File: src/ttw_pkg.sv
// shared types, codes and defaults for the translation table walker
package ttw_pkg;

    localparam int PageBitsDef    = 12;
    localparam int TableLevelsDef = 4;
    localparam int StoreWordsDef  = 4096;

    localparam int VaW     = 48;
    localparam int PaW     = 48;
    localparam int DescW   = 64;
    localparam int WidxW   = 12;
    localparam int StatusW = 2;
    localparam int LevelW  = 2;
    localparam int TypeW   = 2;

    localparam int LastLevel = 3;

    localparam logic [TypeW-1:0] DescBlock = 2'b01;
    localparam logic [TypeW-1:0] DescTable = 2'b11;

    typedef enum logic [StatusW-1:0] {
        STS_OK      = 2'd0,
        STS_INVALID = 2'd1,
        STS_OUTSIDE = 2'd2,
        STS_WRITE   = 2'd3
    } t_status;

    typedef enum logic {
        CMD_WRITE = 1'b0,
        CMD_WALK  = 1'b1
    } t_cmd;

    typedef enum logic [1:0] {
        WS_IDLE,
        WS_READ,
        WS_HOLD
    } t_walk_state;

endpackage

File: src/ttw_if.sv
// request, response and configuration channels of the walker
interface ttw_req_if;
    import ttw_pkg::*;

    logic             valid;
    logic             ready;
    logic             cmd;
    logic [WidxW-1:0] word_index;
    logic [DescW-1:0] desc_value;
    logic [VaW-1:0]   virt_addr;

    modport source(output valid, cmd, word_index, desc_value, virt_addr, input ready);
    modport sink(input valid, cmd, word_index, desc_value, virt_addr, output ready);
endinterface

interface ttw_rsp_if;
    import ttw_pkg::*;

    logic               valid;
    logic               ready;
    logic [StatusW-1:0] status;
    logic [PaW-1:0]     entry_pa;
    logic [DescW-1:0]   entry_desc;

    modport source(output valid, status, entry_pa, entry_desc, input ready);
    modport sink(input valid, status, entry_pa, entry_desc, output ready);
endinterface


File: src/ttw_walk_ctrl.sv
// walk sequencer: address generation, descriptor decode and result staging
module ttw_walk_ctrl #(
    parameter int PageBits    = ttw_pkg::PageBitsDef,
    parameter int TableLevels = ttw_pkg::TableLevelsDef,
    parameter int StoreWords  = ttw_pkg::StoreWordsDef
) (
    input  logic                          i_clk,
    input  logic                          i_rst_n,
    input  logic [ttw_pkg::PaW-1:0]       i_root_table_pa,
    ttw_req_if.sink                       i_req,
    ttw_rsp_if.source                     o_rsp,
    output logic                          o_mem_we,
    output logic [$clog2(StoreWords)-1:0] o_mem_waddr,
    output logic [ttw_pkg::DescW-1:0]     o_mem_wdata,
    output logic                          o_mem_re,
    output logic [$clog2(StoreWords)-1:0] o_mem_raddr,
    input  logic [ttw_pkg::DescW-1:0]     i_mem_rdata
);
    import ttw_pkg::*;

    localparam int IdxW  = PageBits - 3;
    localparam int AddrW = $clog2(StoreWords);
    localparam int EpaW  = AddrW + 3;
    localparam int ExtW  = IdxW * 5 + 3;
    localparam int SumW  = PaW + 1;

    localparam logic [SumW-1:0]   Window     = SumW'(StoreWords) << 3;
    localparam logic [LevelW-1:0] FirstLevel = LevelW'(4 - TableLevels);
    localparam logic [PaW-1:0]    TableMask  = ~((PaW'(1) << PageBits) - PaW'(1));
    localparam logic [PaW-1:0]    RootMask   = ~PaW'(7);

    t_walk_state       r_state, n_state;
    logic [VaW-1:0]    r_va, n_va;
    logic [LevelW-1:0] r_level, n_level;
    logic [EpaW-1:0]   r_epa, n_epa;

    logic              r_out_valid, n_out_valid;
    t_status           r_out_status, n_out_status;
    logic [PaW-1:0]    r_out_pa, n_out_pa;
    logic [DescW-1:0]  r_out_desc, n_out_desc;
    t_status           r_hold_status, n_hold_status;
    logic [PaW-1:0]    r_hold_pa, n_hold_pa;
    logic [DescW-1:0]  r_hold_desc, n_hold_desc;

    // address unit: one table index add and window compare
    logic [PaW-1:0]    au_table;
    logic [VaW-1:0]    au_va;
    logic [LevelW-1:0] au_level;
    logic [ExtW-1:0]   va_ext;
    logic [IdxW-1:0]   au_idx;
    logic [SumW-1:0]   au_sum;
    logic              au_outside;

    logic              out_free;
    logic              in_range;
    logic [TypeW-1:0]  desc_type;
    logic              res_fire;
    t_status           res_status;
    logic [PaW-1:0]    res_pa;
    logic [DescW-1:0]  res_desc;

    always_comb begin
        if (r_state == WS_READ) begin
            au_table = i_mem_rdata[PaW-1:0] & TableMask;
            au_va    = r_va;
            au_level = r_level + LevelW'(1);
        end else begin
            au_table = i_root_table_pa & RootMask;
            au_va    = i_req.virt_addr;
            au_level = FirstLevel;
        end
        va_ext = ExtW'(au_va);
        unique case (au_level)
            2'd0: au_idx = va_ext[IdxW*4+3 +: IdxW];
            2'd1: au_idx = va_ext[IdxW*3+3 +: IdxW];
            2'd2: au_idx = va_ext[IdxW*2+3 +: IdxW];
            2'd3: au_idx = va_ext[IdxW+3 +: IdxW];
        endcase
        au_sum     = {1'b0, au_table} + (SumW'(au_idx) << 3);
        au_outside = au_sum >= Window;
    end

    assign out_free    = !r_out_valid || o_rsp.ready;
    assign in_range    = 32'(i_req.word_index) < 32'(StoreWords);
    assign desc_type   = i_mem_rdata[TypeW-1:0];
    assign o_mem_waddr = AddrW'(i_req.word_index);
    assign o_mem_wdata = i_req.desc_value;
    assign o_mem_raddr = au_sum[3 +: AddrW];

    always_comb begin
        n_state     = r_state;
        n_va        = r_va;
        n_level     = r_level;
        n_epa       = r_epa;
        res_fire    = 1'b0;
        res_status  = STS_OK;
        res_pa      = '0;
        res_desc    = '0;
        o_mem_we    = 1'b0;
        o_mem_re    = 1'b0;
        i_req.ready = 1'b0;

        unique case (r_state)
            WS_IDLE: begin
                i_req.ready = 1'b1;
                if (i_req.valid) begin
                    if (i_req.cmd == CMD_WRITE) begin
                        // out-of-store index stores nothing but still reports
                        o_mem_we   = in_range;
                        res_fire   = 1'b1;
                        res_status = STS_WRITE;
                    end else if (au_outside) begin
                        res_fire   = 1'b1;
                        res_status = STS_OUTSIDE;
                    end else begin
                        o_mem_re = 1'b1;
                        n_va     = i_req.virt_addr;
                        n_level  = FirstLevel;
                        n_epa    = au_sum[EpaW-1:0];
                        n_state  = WS_READ;
                    end
                end
            end
            WS_READ: begin
                priority if (desc_type == DescTable && r_level != LevelW'(LastLevel)) begin
                    // follow the table: next read goes out this cycle unless its entry is outside the window
                    if (au_outside) begin
                        res_fire   = 1'b1;
                        res_status = STS_OUTSIDE;
                    end else begin
                        o_mem_re = 1'b1;
                        n_epa    = au_sum[EpaW-1:0];
                        n_level  = r_level + LevelW'(1);
                    end
                end else if (desc_type == DescTable || desc_type == DescBlock) begin
                    res_fire   = 1'b1;
                    res_status = STS_OK;
                    res_pa     = PaW'(r_epa);
                    res_desc   = i_mem_rdata;
                end else begin
                    res_fire   = 1'b1;
                    res_status = STS_INVALID;
                end
            end
            WS_HOLD: begin
            end
            default: begin
                n_state = WS_IDLE;
            end
        endcase

        n_out_valid   = r_out_valid && !o_rsp.ready;
        n_out_status  = r_out_status;
        n_out_pa      = r_out_pa;
        n_out_desc    = r_out_desc;
        n_hold_status = r_hold_status;
        n_hold_pa     = r_hold_pa;
        n_hold_desc   = r_hold_desc;

        if (res_fire) begin
            if (out_free) begin
                n_out_valid  = 1'b1;
                n_out_status = res_status;
                n_out_pa     = res_pa;
                n_out_desc   = res_desc;
                n_state      = WS_IDLE;
            end else begin
                n_hold_status = res_status;
                n_hold_pa     = res_pa;
                n_hold_desc   = res_desc;
                n_state       = WS_HOLD;
            end
        end

        if (r_state == WS_HOLD && out_free) begin
            n_out_valid  = 1'b1;
            n_out_status = r_hold_status;
            n_out_pa     = r_hold_pa;
            n_out_desc   = r_hold_desc;
            n_state      = WS_IDLE;
        end
    end

    always_ff @(posedge i_clk) begin
        if (!i_rst_n) begin
            r_state     <= WS_IDLE;
            r_out_valid <= 1'b0;
        end else begin
            r_state     <= n_state;
            r_out_valid <= n_out_valid;
        end
    end

    always_ff @(posedge i_clk) begin
        r_va          <= n_va;
        r_level       <= n_level;
        r_epa         <= n_epa;
        r_out_status  <= n_out_status;
        r_out_pa      <= n_out_pa;
        r_out_desc    <= n_out_desc;
        r_hold_status <= n_hold_status;
        r_hold_pa     <= n_hold_pa;
        r_hold_desc   <= n_hold_desc;
    end

    assign o_rsp.valid      = r_out_valid;
    assign o_rsp.status     = r_out_status;
    assign o_rsp.entry_pa   = r_out_pa;
    assign o_rsp.entry_desc = r_out_desc;

endmodule

File: src/flat_wrapper.sv
// flat-port wrapper written by rule: the top's interface ports become plain ports
module ttw_walk_ctrl_flat import ttw_pkg::*;
#(
    parameter int PageBits    = ttw_pkg::PageBitsDef,
    parameter int TableLevels = ttw_pkg::TableLevelsDef,
    parameter int StoreWords  = ttw_pkg::StoreWordsDef
)
  (i_clk, i_rst_n, i_root_table_pa, o_mem_we, o_mem_waddr, o_mem_wdata, o_mem_re, o_mem_raddr, i_mem_rdata, i_req_valid, i_req_cmd, i_req_word_index, i_req_desc_value, i_req_virt_addr, i_req_ready, o_rsp_valid, o_rsp_status, o_rsp_entry_pa, o_rsp_entry_desc, o_rsp_ready);
  ttw_req_if i_req_i ();
  ttw_rsp_if o_rsp_i ();
  input  logic i_clk;
  input  logic i_rst_n;
  input  logic [ttw_pkg::PaW-1:0] i_root_table_pa;
  output logic o_mem_we;
  output logic [$clog2(StoreWords)-1:0] o_mem_waddr;
  output logic [ttw_pkg::DescW-1:0] o_mem_wdata;
  output logic o_mem_re;
  output logic [$clog2(StoreWords)-1:0] o_mem_raddr;
  input  logic [ttw_pkg::DescW-1:0] i_mem_rdata;
  input wire logic [$bits(i_req_i.valid)-1:0] i_req_valid;
  input wire logic [$bits(i_req_i.cmd)-1:0] i_req_cmd;
  input wire logic [$bits(i_req_i.word_index)-1:0] i_req_word_index;
  input wire logic [$bits(i_req_i.desc_value)-1:0] i_req_desc_value;
  input wire logic [$bits(i_req_i.virt_addr)-1:0] i_req_virt_addr;
  output wire logic [$bits(i_req_i.ready)-1:0] i_req_ready;
  output wire logic [$bits(o_rsp_i.valid)-1:0] o_rsp_valid;
  output wire logic [$bits(o_rsp_i.status)-1:0] o_rsp_status;
  output wire logic [$bits(o_rsp_i.entry_pa)-1:0] o_rsp_entry_pa;
  output wire logic [$bits(o_rsp_i.entry_desc)-1:0] o_rsp_entry_desc;
  input wire logic [$bits(o_rsp_i.ready)-1:0] o_rsp_ready;
  assign i_req_i.valid = i_req_valid;
  assign i_req_i.cmd = i_req_cmd;
  assign i_req_i.word_index = i_req_word_index;
  assign i_req_i.desc_value = i_req_desc_value;
  assign i_req_i.virt_addr = i_req_virt_addr;
  assign i_req_ready = i_req_i.ready;
  assign o_rsp_valid = o_rsp_i.valid;
  assign o_rsp_status = o_rsp_i.status;
  assign o_rsp_entry_pa = o_rsp_i.entry_pa;
  assign o_rsp_entry_desc = o_rsp_i.entry_desc;
  assign o_rsp_i.ready = o_rsp_ready;
  ttw_walk_ctrl #(.PageBits(PageBits), .TableLevels(TableLevels), .StoreWords(StoreWords)) u_core (.i_clk(i_clk), .i_rst_n(i_rst_n), .i_root_table_pa(i_root_table_pa), .i_req(i_req_i), .o_rsp(o_rsp_i), .o_mem_we(o_mem_we), .o_mem_waddr(o_mem_waddr), .o_mem_wdata(o_mem_wdata), .o_mem_re(o_mem_re), .o_mem_raddr(o_mem_raddr), .i_mem_rdata(i_mem_rdata));
endmodule
File: config.mk
export PLATFORM = sky130hd
export DESIGN_NAME = ttw_walk_ctrl_flat
export DESIGN_NICKNAME = d
export VERILOG_FILES = /design/src/ttw_pkg.sv /design/src/ttw_if.sv /design/src/ttw_walk_ctrl.sv /design/src/flat_wrapper.sv
export SDC_FILE = /design/constraint.sdc
export NUM_CORES = 1
export LEC_CHECK = 0
export BUFFER_PORTS_ARGS = -buffer_cell sky130_fd_sc_hd__buf_2
export CAP_MARGIN = 15
export CORE_ASPECT_RATIO = 1.1
export CORE_MARGIN = 3
export CORE_UTILIZATION = 40
export DETAILED_ROUTE_END_ITERATION = 16
export PLACE_DENSITY = 0.7
export SYNTH_ARGS = -nofsm -noshare
export SYNTH_HDL_FRONTEND = slang
export SYNTH_SLANG_ARGS = --single-unit
export TNS_END_PERCENT = 20
File: constraint.sdc
create_clock -name i_clk -period 11.75 [get_ports i_clk]
set_clock_uncertainty 0.15 [all_clocks]
set_input_delay 1.7625 -clock i_clk [delete_from_list [all_inputs] [get_ports i_clk]]
set_output_delay 1.7625 -clock i_clk [all_outputs]
set_load 0.05 [all_outputs]
==> results.yml <==
run_status:
  outcome: "finished, final reports clean"
grt:
  antenna_found_initial: 8
  grt-ovfl-total: 0
  grt_max_degree: 90
  grt_pass1_wl_mm: 44.4
  grt_pass1_vias: 7647
  track_usage: 0.183
floorplanning:
  die_h_um: 183
  row_count: 64
  die_w_um: 167
  pin_count: 447
  dieArea_um2: 30700
  coreArea_um2: 28000
  start_util: 0.408
timing:
  hold_viol_final: 0
  tightest_slew_ns: 1.12
  fmax_mhz: 116
  rsz0062_at_grt: "no"
  setup_violations: 0
  hold_slack_ns: 0.363
  drv_slew: 0
  fin_crit_ns: 8.63
  max-slew-margin-rel: 0.254
  setup_tns_ns: 0
  period_share: 0.734
setup_path:
  cp-end-kind: "output pin"
  arrival_ns: 6.72
  reg2reg_from: "u_core.r_state[1]$_SDFFE_PP0P_"
  crit_start: "u_core.r_state[1]$_SDFFE_PP0P_"
  path_max_fanout: 11
  crit_required_ns: 9.84
  ff2ff_path_depth: 19
  cpPeakStageDelay_ns: 0.86
  crit_type: "reg2out"
  cp_cell_sequence: "inv_1, ha_1, nor2b_1, mux4_2, nand2_1, o21ai_0, ha_1, inv_1, fa_1, nand3b_1, a211oi_1, o211ai_2, or3_1, a22o_1, or4_4, nor4_4, nand2_1, a21oi_1, buf_2"
  r2r-end: "u_core.r_hold_desc[33]$_DFFE_PP_"
  worst_setup_path_start_kind: "register"
  crit_slowest_cell: "nor2b_1"
  rrSetupSlack_ns: 4.35
  path_buf_inv: 3
  path_delay_family: "simple AND/OR/NAND/NOR gates"
synth:
  syn-mean-instance-area_um2: 12.6
  muxShareOfSynthArea: 0.121
  synth-simple-area-share: 0.134
  async_reset_ff_frac: 0
  synthAdderAreaFrac: 0.0203
  synth_top_family_by_area: "simple AND/OR/NAND/NOR gates"
  ys.flop_type: "edfxtp_1"
  synth_cells: 912
  ys_seq_area_frac: 0.546
  synth_edf_count: 206
  ys_types: 71
  ys_warn_count: 0
  synth-xor-area-share: 0.0161
  synth_compound_area_frac: 0.0718
  synth_seq_cells: 209
  synthesis.area_um2: 11400
cts:
  clockRootBuffer: "clkbuf_16"
  cts.clk_slew.worst_paths_ns: 0.06
  holdBufCountCts: 0
  numClockSinks: 209
  cts_setup_buffers: 0
  clock_latency_ns: 0.51
  cts_resized: 0
  cts_tree: "yes"
  clock_path_buffers: 3
  htreeDepth: 1
  numCtsBuffers: 23
power_and_ir_drop:
  powerDensity_nw_per_um2: 140
  vdd_ir_drop_max_uv: 95.2
  p_leak_nw: 5.15
hold_path:
  min_path_type: "reg2reg"
  hp-start: "u_core.r_hold_desc[0]$_DFFE_PP_"
  min_to: "u_core.o_rsp.entry_desc[0]$_DFFE_PP_"
  min_path_cells: 2
routing:
  wirelength_mm: 29.9
  drt_iter0_drc: 455
  ant_nets: 0
  drc_errors: 0
  routedWlPerCell_um: 20.6
  first_pass_iters: 5
  vias: 7689
  via_per_inst: 5.30
placement:
  routabilityCongestion: 0.830
  post-dp-hpwl_mm: 21.8
  place_area_um2: 12300
  portBuffers: 243
finish:
  final_cell_mix: "buf_2, edfxtp_1, and2_1"
  syn2layout_area_growth_pct: 14.1
  post-route-cell-area_um2: 13100
  nFillCells: 2520
  finalNetCount: 1330
  final_common_cell: "buf_2"
  final_layout_size_suffix_gt1_frac: 0.354
run:
  drv_cap: 0
[per-layer routing]
metal | share of wire | routed length (um) | vias to the layer above | global-route usage
li1 | - | - | 3589 | -
met1 | 0.40 | 12000 | 3674 | 0.226
met2 | 0.49 | 14600 | 299 | 0.313
met3 | 0.072 | 2140 | 113 | 0.0447
met4 | 0.037 | 1100 | 14 | 0.0661
met5 | 0.0031 | 92 | - | 0
[power breakdown]
| group | internal, W | switching [W] | leakage (nW) |
|---|---|---|---|
| logic | 0.0000668 | 0.000209 | 2.77 |
| clock network | 0.000404 | 0.000293 | 0.351 |
| registers | 0.000844 | 0.00000574 | 2.03 |
[state kept, by name (all words and copies together), names as in the netlist]
| name | cells |
|---|---|
| u_core.o_rsp.entry_desc | 64 |
| u_core.o_rsp.entry_pa | 12 |
| u_core.o_rsp.status | 2 |
| u_core.o_rsp.valid | 1 |
| u_core.r_epa | 12 |
| u_core.r_hold_desc | 64 |
| u_core.r_hold_pa | 12 |
| u_core.r_hold_status | 2 |
| u_core.r_level | 2 |
| u_core.r_state | 2 |
| u_core.r_va | 36 |
[cells in the mapped netlist, drive strengths merged (5+ instances only)]
cell type,count,area share
a211oi,12,0.0087
a21oi,25,0.011
and2,81,0.044
and3,7,0.0038
buf,120,0.078
clkbuf,28,0.0092
edfxtp,206,0.54
ha,17,0.019
inv,13,0.0043
mux2,82,0.081
mux2i,30,0.026
mux4,7,0.014
nand2,56,0.018
nand2b,9,0.0049
nand3,29,0.013
nand3b,13,0.0085
nand4,14,0.0082
nand4b,7,0.0067
nor2,17,0.0056
nor2b,13,0.0071
nor4,8,0.0062
o21ai,20,0.0087
o22ai,7,0.0038
o31a,5,0.0038
xnor2,10,0.0077
xor2,11,0.0084
[how the worst max path moves through the flow]
stage	end	slack, ns	cells past startpoint
2_1_floorplan	o_mem_re	3.58	24
6_report	o_mem_re	3.12	19
3_5_place_dp	o_mem_re	3.45	19
4_1_cts	o_mem_re	2.91	19
3_3_place_gp	o_mem_re	3.48	19
5_1_grt	o_mem_re	2.52	19
[cell type report]
cell class	count	area [um^2]	area share
flip-flops and latches	209	6250	0.478
multi-input cells	577	4340	0.332
repair buffers	247	1250	0.0954
clock buffers	26	587	0.0449
well taps	363	454	0.0348
clock inverters	14	133	0.0102
inverters	13	48.8	0.00374
diodes	2	5.00	0.000383
[worst reg2reg max path, cell delays in order (launching register included)]
cell and delay, ns:
dfxtp_1 0.31, inv_1 0.14, ha_1 0.26, nor2b_1 0.86, mux4_2 0.37, nand2_1 0.05
o21ai_0 0.10, ha_1 0.20, inv_1 0.06, fa_1 0.39, nand3b_1 0.20, a211oi_1 0.67
nor2_1 0.08, o32a_1 0.40, or4_1 0.52, o41ai_1 0.70, nor4_4 0.12, nand3_2 0.20
a32o_2 0.25, and2_4 0.85
[logic make-up after synthesis]
kind of cell	Yosys count
AND/OR/NAND/NOR	265
XOR/XNOR	21
other	1
multiplexers	119
buffers and inverters	161
adder cells (fa/ha/maj)	18
AO/OA/AOI/OAI	118
flip-flops	209
[through the flow]
stage,total power (W),utilization,worst slack [ns],instances
floorplan,0.00113,-,3.58,947
global placement,0.00114,0.440,3.48,1409
detailed placement,0.00114,0.440,3.45,1409
CTS,0.00184,0.466,2.91,1449
global route,0.00189,0.466,2.52,1450
finish,0.00182,0.466,3.12,1451
Note: power is estimated with default switching activity, not from simulation.
